--- config.mk ---
export PLATFORM = sky130hd
export DESIGN_NAME = fixed_point_to_radix_digits_core
export DESIGN_NICKNAME = d
export VERILOG_FILES = /design/src/fprd_pkg.sv /design/src/fprd_ram.sv /design/src/fprd_div.sv /design/src/fixed_point_to_radix_digits_core.sv
export SDC_FILE = /design/constraint.sdc
export NUM_CORES = 1
export LEC_CHECK = 0
export ABC_AREA = 1
export BUFFER_PORTS_ARGS = -buffer_cell sky130_fd_sc_hd__buf_2
export CORE_MARGIN = 2
export CORE_UTILIZATION = 35
export CTS_CLUSTER_DIAMETER = 30
export CTS_CLUSTER_SIZE = 40
export DETAILED_ROUTE_END_ITERATION = 12
export GPL_TIMING_DRIVEN = 0
export HOLD_SLACK_MARGIN = 0.06
export PLACE_DENSITY = 0.51
export SLEW_MARGIN = 20
export SYNTH_ARGS = -nofsm -noshare
export SYNTH_HDL_FRONTEND = slang
export SYNTH_HIERARCHICAL = 1
export SYNTH_SLANG_ARGS = --single-unit
--- constraint.sdc ---
create_clock -name clk -period 14.86 [get_ports clk]
set_input_delay 0.743 -clock clk [delete_from_list [all_inputs] [get_ports clk]]
set_output_delay 0.743 -clock clk [all_outputs]
set_load 0.05 [all_outputs]
--- src/fprd_pkg.sv ---
package fprd_pkg;

  // Fixed field widths of the item and of the registers.
  localparam int RADIX_W     = 6;
  localparam int PREC_W      = 5;
  localparam int CHAR_W      = 7;
  localparam int STORE_DEPTH = 32;
  localparam int STORE_AW    = $clog2(STORE_DEPTH);
  localparam int COUNT_W     = STORE_AW + 1;

  localparam logic [RADIX_W-1:0] RADIX_RESET = 6'd10;
  localparam logic [PREC_W-1:0]  PREC_RESET  = 5'd9;
  localparam logic [RADIX_W-1:0] RADIX_MIN   = 6'd2;
  localparam logic [RADIX_W-1:0] RADIX_MAX   = 6'd36;

  // Register indexes on the configuration port (byte address 4 * index).
  localparam logic REG_RADIX     = 1'b0;
  localparam logic REG_PRECISION = 1'b1;

  localparam logic [CHAR_W-1:0] CHAR_ZERO = 7'h30;
  localparam logic [CHAR_W-1:0] CHAR_DOT  = 7'h2E;
  localparam logic [CHAR_W-1:0] CHAR_A    = 7'h41;

  typedef enum logic [2:0] {
    S_IDLE,
    S_DIV,
    S_RD,
    S_EMIT_INT,
    S_DOT,
    S_FRAC
  } fprd_state_t;

  // Clamp the programmed radix into the supported range.
  function automatic logic [RADIX_W-1:0] sat_radix(input logic [RADIX_W-1:0] r);
    logic [RADIX_W-1:0] res;
    res = r;
    if (r < RADIX_MIN) res = RADIX_MIN;
    if (r > RADIX_MAX) res = RADIX_MAX;
    return res;
  endfunction

  // Map a digit value to its ASCII glyph; values above 35 wrap modulo 36.
  function automatic logic [CHAR_W-1:0] glyph(input logic [RADIX_W-1:0] d);
    logic [RADIX_W-1:0] m;
    logic [CHAR_W-1:0]  res;
    m = (d >= RADIX_MAX) ? d - RADIX_MAX : d;
    if (m < 6'd10) res = CHAR_ZERO + CHAR_W'(m);
    else res = CHAR_A + CHAR_W'(m - 6'd10);
    return res;
  endfunction

endpackage

--- src/fprd_ram.sv ---
module fprd_ram #(
  parameter int WIDTH = 6,
  parameter int DEPTH = 32
) (
  input  logic                     clk,
  input  logic                     we,
  input  logic [$clog2(DEPTH)-1:0] waddr,
  input  logic [WIDTH-1:0]         wdata,
  input  logic                     re,
  input  logic [$clog2(DEPTH)-1:0] raddr,
  output logic [WIDTH-1:0]         rdata
);

  logic [WIDTH-1:0] mem [DEPTH];

  always_ff @(posedge clk) begin
    if (we) begin
      mem[waddr] <= wdata;
    end
    if (re) begin
      rdata <= mem[raddr];
    end
  end

endmodule

--- src/fprd_div.sv ---
// Restoring divider: one quotient bit per cycle.
module fprd_div import fprd_pkg::*; #(
  parameter int WIDTH = 32
) (
  input  logic               clk,
  input  logic               rst,
  input  logic               start,
  input  logic [WIDTH-1:0]   dividend,
  input  logic [RADIX_W-1:0] divisor,
  output logic               done,
  output logic [WIDTH-1:0]   quotient,
  output logic [RADIX_W-1:0] remainder
);

  localparam int CNT_W = (WIDTH > 1) ? $clog2(WIDTH) : 1;

  logic [WIDTH-1:0]   quo;
  logic [RADIX_W-1:0] rem;
  logic [RADIX_W-1:0] dvs;
  logic [CNT_W-1:0]   cnt;
  logic               busy;
  logic [RADIX_W:0]   trial;
  logic               ge;

  assign trial = {rem, quo[WIDTH-1]};
  assign ge    = trial >= {1'b0, dvs};

  always_ff @(posedge clk) begin
    if (rst) begin
      busy <= 1'b0;
      done <= 1'b0;
      cnt  <= '0;
    end else begin
      done <= 1'b0;
      if (start) begin
        busy <= 1'b1;
        cnt  <= '0;
        quo  <= dividend;
        rem  <= '0;
        dvs  <= divisor;
      end else if (busy) begin
        quo <= {quo[WIDTH-2:0], ge};
        rem <= ge ? RADIX_W'(trial - {1'b0, dvs}) : trial[RADIX_W-1:0];
        cnt <= cnt + 1'b1;
        if (cnt == CNT_W'(WIDTH - 1)) begin
          busy <= 1'b0;
          done <= 1'b1;
        end
      end
    end
  end

  assign quotient  = quo;
  assign remainder = rem;

  a_rem_below_divisor: assert property (@(posedge clk) disable iff (rst)
    done |-> remainder < dvs)
    else $error("divider remainder not below divisor");

  a_done_after_busy: assert property (@(posedge clk) disable iff (rst)
    done |-> $past(busy))
    else $error("divider done without a running division");

endmodule

--- src/fixed_point_to_radix_digits_core.sv ---
// Converts an unsigned fixed-point value (INT_BITS integer bits in the low
// bits of value_int, FRAC_BITS fraction bits in the low bits of value_frac)
// into its ASCII text in the programmed radix (2 to 36; other values clamp),
// one character per output item: the integer digits most significant first
// (none when the integer part is zero), then '.', then up to "precision"
// fraction digits, stopping early once the fraction is zero, or a single '0'
// when no fraction digit comes out. tlast marks the final character.
// Each integer digit comes from one division in the bit-serial shared divider
// and is kept in the digit buffer, read back through S_RD and S_EMIT_INT per
// digit; the point and the fraction digits follow. The block takes a new item
// only when the previous one has been fully sent into the output register.
module fixed_point_to_radix_digits_core import fprd_pkg::*; #(
  parameter int INT_BITS  = 32,
  parameter int FRAC_BITS = 32
) (
  input  logic        clk,
  input  logic        rst,
  // Input item stream.
  input  logic        s_tvalid,
  output logic        s_tready,
  input  logic [63:0] s_tdata,    // [31:0] value_int, [63:32] value_frac
  // Output character stream.
  output logic        m_tvalid,
  input  logic        m_tready,
  output logic [7:0]  m_tdata,    // [6:0] char_code, [7] zero
  output logic        m_tlast,    // last
  // Configuration port.
  input  logic        psel,
  input  logic        penable,
  input  logic        pwrite,
  input  logic [2:0]  paddr,
  input  logic [31:0] pwdata,
  output logic [31:0] prdata,
  output logic        pready
);

  // Configuration registers. Writes are to be issued only while the block is idle; the block does not enforce this.
  logic [RADIX_W-1:0] radix_reg;
  logic [PREC_W-1:0]  precision_reg;

  assign pready = 1'b1;

  always_ff @(posedge clk) begin
    if (rst) begin
      radix_reg     <= RADIX_RESET;
      precision_reg <= PREC_RESET;
    end else if (psel && penable && pwrite && pready) begin
      case (paddr[2])
        REG_RADIX:     radix_reg     <= pwdata[RADIX_W-1:0];
        REG_PRECISION: precision_reg <= pwdata[PREC_W-1:0];
        default: ;
      endcase
    end
  end

  always_comb begin
    case (paddr[2])
      REG_RADIX:     prdata = {{(32-RADIX_W){1'b0}}, radix_reg};
      REG_PRECISION: prdata = {{(32-PREC_W){1'b0}}, precision_reg};
      default:       prdata = '0;
    endcase
  end

  // Sequencer state and working registers.
  fprd_state_t        state, state_next;
  logic [RADIX_W-1:0] r_eff, r_eff_next;
  logic [PREC_W-1:0]  prec, prec_next;
  logic [FRAC_BITS-1:0] frac, frac_next;
  logic [COUNT_W-1:0] dcnt, dcnt_next;
  logic [PREC_W-1:0]  fcnt, fcnt_next;
  logic               out_valid, out_valid_next;
  logic [CHAR_W-1:0]  out_char, out_char_next;
  logic               out_last, out_last_next;

  // Shared divider and digit buffer.
  logic               div_start;
  logic [INT_BITS-1:0] div_dividend;
  logic [RADIX_W-1:0] div_divisor;
  logic               div_done;
  logic [INT_BITS-1:0] div_quotient;
  logic [RADIX_W-1:0] div_remainder;

  logic               ram_we;
  logic               ram_re;
  logic [RADIX_W-1:0] ram_rdata;
  logic [COUNT_W-1:0] dcnt_m1;
  logic [COUNT_W-1:0] dcnt_p1;

  fprd_div #(.WIDTH(INT_BITS)) u_div (
    .clk       (clk),
    .rst       (rst),
    .start     (div_start),
    .dividend  (div_dividend),
    .divisor   (div_divisor),
    .done      (div_done),
    .quotient  (div_quotient),
    .remainder (div_remainder)
  );

  fprd_ram #(.WIDTH(RADIX_W), .DEPTH(STORE_DEPTH)) u_store (
    .clk   (clk),
    .we    (ram_we),
    .waddr (dcnt[STORE_AW-1:0]),
    .wdata (div_remainder),
    .re    (ram_re),
    .raddr (dcnt_m1[STORE_AW-1:0]),
    .rdata (ram_rdata)
  );

  assign dcnt_m1 = dcnt - 1'b1;
  assign dcnt_p1 = dcnt + 1'b1;

  // Fraction step: one narrow multiply by the radix per digit. The bits above
  // the binary point give the digit, the rest is the remaining fraction.
  logic [FRAC_BITS+RADIX_W-1:0] prod;
  logic [RADIX_W-1:0]           frac_digit;
  logic [FRAC_BITS-1:0]         frac_rest;
  logic                         frac_more;
  logic                         frac_stop;
  logic                         out_free;
  logic                         in_accept;
  logic [INT_BITS-1:0]          in_int;

  assign prod       = (FRAC_BITS+RADIX_W)'(frac) * (FRAC_BITS+RADIX_W)'(r_eff);
  assign frac_digit = prod[FRAC_BITS +: RADIX_W];
  assign frac_rest  = prod[FRAC_BITS-1:0];
  assign frac_more  = (fcnt < prec) && (frac != '0);
  assign frac_stop  = ((fcnt + 1'b1) == prec) || (frac_rest == '0);

  // The output register can take a new character when empty or draining.
  assign out_free  = !out_valid || m_tready;
  assign s_tready  = (state == S_IDLE);
  assign in_accept = s_tvalid && s_tready;
  assign in_int    = s_tdata[INT_BITS-1:0];

  always_comb begin
    state_next     = state;
    r_eff_next     = r_eff;
    prec_next      = prec;
    frac_next      = frac;
    dcnt_next      = dcnt;
    fcnt_next      = fcnt;
    out_valid_next = out_valid && !m_tready;
    out_char_next  = out_char;
    out_last_next  = out_last;
    div_start      = 1'b0;
    div_dividend   = in_int;
    div_divisor    = r_eff;
    ram_we         = 1'b0;
    ram_re         = 1'b0;

    case (state)
      S_IDLE: begin
        div_divisor = sat_radix(radix_reg);
        if (in_accept) begin
          r_eff_next = sat_radix(radix_reg);
          prec_next  = precision_reg;
          frac_next  = s_tdata[32 +: FRAC_BITS];
          dcnt_next  = '0;
          if (in_int != '0) begin
            div_start  = 1'b1;
            state_next = S_DIV;
          end else begin
            state_next = S_DOT;
          end
        end
      end

      // Each finished division leaves one digit, least significant first.
      S_DIV: begin
        if (div_done) begin
          ram_we    = 1'b1;
          dcnt_next = dcnt_p1;
          if (div_quotient != '0 && dcnt_p1 < COUNT_W'(STORE_DEPTH)) begin
            div_start    = 1'b1;
            div_dividend = div_quotient;
          end else begin
            state_next = S_RD;
          end
        end
      end

      // Read the buffer back from the top so digits leave most significant first.
      S_RD: begin
        ram_re     = 1'b1;
        state_next = S_EMIT_INT;
      end

      S_EMIT_INT: begin
        if (out_free) begin
          out_valid_next = 1'b1;
          out_char_next  = glyph(ram_rdata);
          out_last_next  = 1'b0;
          dcnt_next      = dcnt_m1;
          state_next     = (dcnt_m1 == '0) ? S_DOT : S_RD;
        end
      end

      S_DOT: begin
        if (out_free) begin
          out_valid_next = 1'b1;
          out_char_next  = CHAR_DOT;
          out_last_next  = 1'b0;
          fcnt_next      = '0;
          state_next     = S_FRAC;
        end
      end

      // When no fraction digit is due on entry, a lone '0' closes the text.
      S_FRAC: begin
        if (out_free) begin
          out_valid_next = 1'b1;
          if (frac_more) begin
            out_char_next = glyph(frac_digit);
            out_last_next = frac_stop;
            frac_next     = frac_rest;
            fcnt_next     = fcnt + 1'b1;
            if (frac_stop) begin
              state_next = S_IDLE;
            end
          end else begin
            out_char_next = CHAR_ZERO;
            out_last_next = 1'b1;
            state_next    = S_IDLE;
          end
        end
      end

      default: begin
        state_next = S_IDLE;
      end
    endcase
  end

  always_ff @(posedge clk) begin
    if (rst) begin
      state     <= S_IDLE;
      out_valid <= 1'b0;
      dcnt      <= '0;
      fcnt      <= '0;
    end else begin
      state     <= state_next;
      out_valid <= out_valid_next;
      dcnt      <= dcnt_next;
      fcnt      <= fcnt_next;
    end
  end

  always_ff @(posedge clk) begin
    r_eff    <= r_eff_next;
    prec     <= prec_next;
    frac     <= frac_next;
    out_char <= out_char_next;
    out_last <= out_last_next;
  end

  assign m_tvalid = out_valid;
  assign m_tdata  = {1'b0, out_char};
  assign m_tlast  = out_last;

  a_div_done_in_div: assert property (@(posedge clk) disable iff (rst)
    div_done |-> state == S_DIV)
    else $error("divider finished outside the integer digit phase");

  a_digit_count_bound: assert property (@(posedge clk) disable iff (rst)
    dcnt <= COUNT_W'(STORE_DEPTH))
    else $error("digit count beyond buffer depth");

  a_emit_has_digit: assert property (@(posedge clk) disable iff (rst)
    (state == S_RD || state == S_EMIT_INT) |-> dcnt != '0)
    else $error("buffer readback with no digit stored");

  a_frac_count_bound: assert property (@(posedge clk) disable iff (rst)
    (state == S_FRAC && fcnt != '0) |-> fcnt < prec)
    else $error("fraction digit count reached precision without stopping");

  a_legal_char: assert property (@(posedge clk) disable iff (rst)
    m_tvalid |-> (out_char == CHAR_DOT ||
                  (out_char >= CHAR_ZERO && out_char <= 7'h39) ||
                  (out_char >= CHAR_A && out_char <= 7'h5A)))
    else $error("illegal output character");

endmodule
==> run_results.csv <==
group,metric,value,unit
yosys,yosysTopAreaCellShare,0.380,
clock_network,cts_root_buf,"clkbuf_16",
setup_path,cp-startpoint,"r_eff[1]$_DFFE_PP_",
global_route,antenna_found_initial,2,
setup_path,regToRegSetupSlack,8.62,ns
floorplan,die_h,261,um
setup_path,crit_slowest_cell,"clkbuf_1",
cells_and_area,syn_to_final_growth,20.2,%
placement,place_congestion,0.935,
setup_path,critPathLaunchType,"flop",
cells_and_area,largest_reg_flops,192,
route,drt_pass1_iterations,5,
clock_network,clock_latency,0.63,ns
clock_network,hold_buffers,0,
sta,slew_headroom,0.364,
yosys,ys_seq_area_frac,0.408,
setup_path,r2r-start,"r_eff[1]$_DFFE_PP_",
clock_network,numCtsBuffers,79,
run,max_cap_violations,0,
floorplan,die-width,261,um
yosys,syn_inst,2906,
setup_path,arrival,6.59,ns
route,drcViolationCount,0,
yosys,yosysTopAreaCell,"edfxtp_1",
cells_and_area,antenna_cells,0,
floorplan,dieArea,68300,um2
clock_network,cts_tree,"done",
route,drtIter0Drc,1401,
sta,period_share,0.420,
status,status,"complete, no violations",
sta,maxSlewViolCount,0,
clock_network,htreeDepth,3,
clock_network,post_cts_resized,0,
sta,max_freq,160,MHz
floorplan,rows,94,
placement,dp_hpwl,52300,um
setup_path,worstPathRequired,15.21,ns
route,wire_per_inst,16.6,um
sta,grt_setup_unrepaired,"no",
cells_and_area,layout_commonest_cell,"nand2_1",
yosys,ys_async_sr_fraction,0,
cells_and_area,largest-register,"u_store/mem",
global_route,grt_max_degree,23,
yosys,synth_area_leaders,"edfxtp_1, nand2_1, fa_1",
global_route,grt_pass1_wl,106000,um
global_route,grt_overflow,0,
floorplan,core-area,65600,um2
min_path,min_to,"radix_reg[1]$_SDFFE_PP1P_",
clock_network,clockBufferDepth,3,
min_path,hold_path_depth,3,
floorplan,ioPinCount,150,
yosys,synth.distinct_cells,60,
clock_network,clkSlewWorstSetupHoldPaths,0.04,ns
setup_path,crit_fanout,10,
yosys,synth_area,23200,um2
min_path,hold_path_class,"in2reg",
floorplan,start_util,0.353,
cells_and_area,drive_gt1_frac,0.116,
clock_network,cts_sinks,326,
global_route,grt_pass1_vias,19100,
global_route,grt_usage,0.201,
yosys,postSynthAreaPerCell,7.97,um2
min_path,min_from,"pwdata[1]",
setup_path,cp_slowest_stage_delay,0.73,ns
route,antenna_left,0,
route,viasPerCell,4.72,
setup_path,crit_top_cell,"nand2_1",
placement,portBuffers,93,
sta,setup_viol,0,
route,dr_total_vias,19100,
sta,timing.final.hold_violations,0,
setup_path,r2r_end,"out_char[4]$_DFFE_PP_",
yosys,synth_edf_count,293,
setup_path,path_class,"reg2reg",
sta,finalSetupTns,0,ns
clock_network,cts_setup_buffers,0,
sta,period_needed,6.24,ns
sta,skew,0.0513,ns
yosys,ys_ff_latch,326,
route,wl,67000,um
cells_and_area,final_cell_mix,"nand2_1, inv_1, edfxtp_1",
cells_and_area,fin_nets,3421,
yosys,yosysWarningCount,6,
yosys,ys.flop_type,"edfxtp_1",
sta,worstMarginPinSlew,0.945,ns
setup_path,r2r.worst_path.cells,30,
setup_path,cp-end-kind,"flop",
-- worst max-delay path by stage --
stage / endpoint
after global routing: out_char[4]$_DFFE_PP_
after CTS: out_char[4]$_DFFE_PP_
after global placement: frac[2]$_DFFE_PP_
after floorplan: out_char[4]$_DFFE_PP_
after detailed placement: out_char[4]$_DFFE_PP_
final: out_char[4]$_DFFE_PP_
-- cells in the mapped netlist (3+ instances only) --
cell,number
inv_1,552
nor4_1,18
o21bai_1,5
nand3b_1,3
ha_1,73
nand4_1,23
or2_1,3
clkbuf_1,52
xnor2_1,9
a31oi_1,3
buf_6,6
o21ai_1,4
edfxtp_1,293
nand3_2,7
nand2_2,25
mux2_2,9
o22ai_1,3
nor2_1,143
buf_4,33
o21ai_0,70
fa_1,122
nor2_2,4
inv_2,11
nand2_1,1012
o211ai_1,3
nor3_1,14
or2_2,3
a21oi_1,55
buf_2,23
nand3_1,221
xor2_1,23
dfxtp_1,33
a21oi_2,8
-- logic make-up (layout without fill, tap and decap cells) --
group | count (synthesis) | after routing | synth area share
compound gates | 169 | 169 | 0.0417
xor+xnor | 32 | 32 | 0.0121
fa+ha+maj | 195 | 195 | 0.145
buf+inv | 684 | 935 | 0.121
flops | 326 | 326 | 0.408
mux | 9 | 9 | 0.00437
other cells | 2 | 28 | 0.000324
simple gates | 1489 | 1489 | 0.268
-- metrics by stage --
stage | util | setup WS, ns | std cells | hold slack (ns) | cell area [um2]
floorplan | - | 10.08 | 2932 | 0.430 | 23300
global placement | 0.378 | 8.10 | 3889 | 0.450 | 24800
detailed placement | 0.382 | 8.69 | 3903 | 0.456 | 25100
CTS | 0.424 | 8.68 | 4047 | 0.361 | 27900
global route | 0.424 | 8.19 | 4047 | 0.396 | 27900
finish | 0.424 | 8.62 | 4047 | 0.390 | 27900
-- per-layer routing --
layer	vias to the layer above	track usage	part of all wire
met3	97	0.0332	0.060
met1	9048	0.282	0.47
met4	2	0.0587	0.022
met2	495	0.318	0.45
li1	9457	-	-
met5	-	0	0.00018
-- worst max-delay path, delay by kind of cell, from the launching register on --
family | cells | cell delay [ns]
flops | 1 | 0.32
fa+ha+maj | 5 | 2.02
buf+inv | 7 | 1.62
simple gates | 18 | 2.03
-- cell type report --
type	count	area, um2
clock buffers	89	2030
clock inverters	55	764
repair buffers	107	693
multi-input cells	1922	11000
inverters	565	2120
well taps	864	1080
flip-flops and latches	326	9460
plain buffers	119	677
fillers	6590	37800
Power is not shown: default switching activity piles up to over one toggle a cycle in this logic, so the estimate is an artifact.
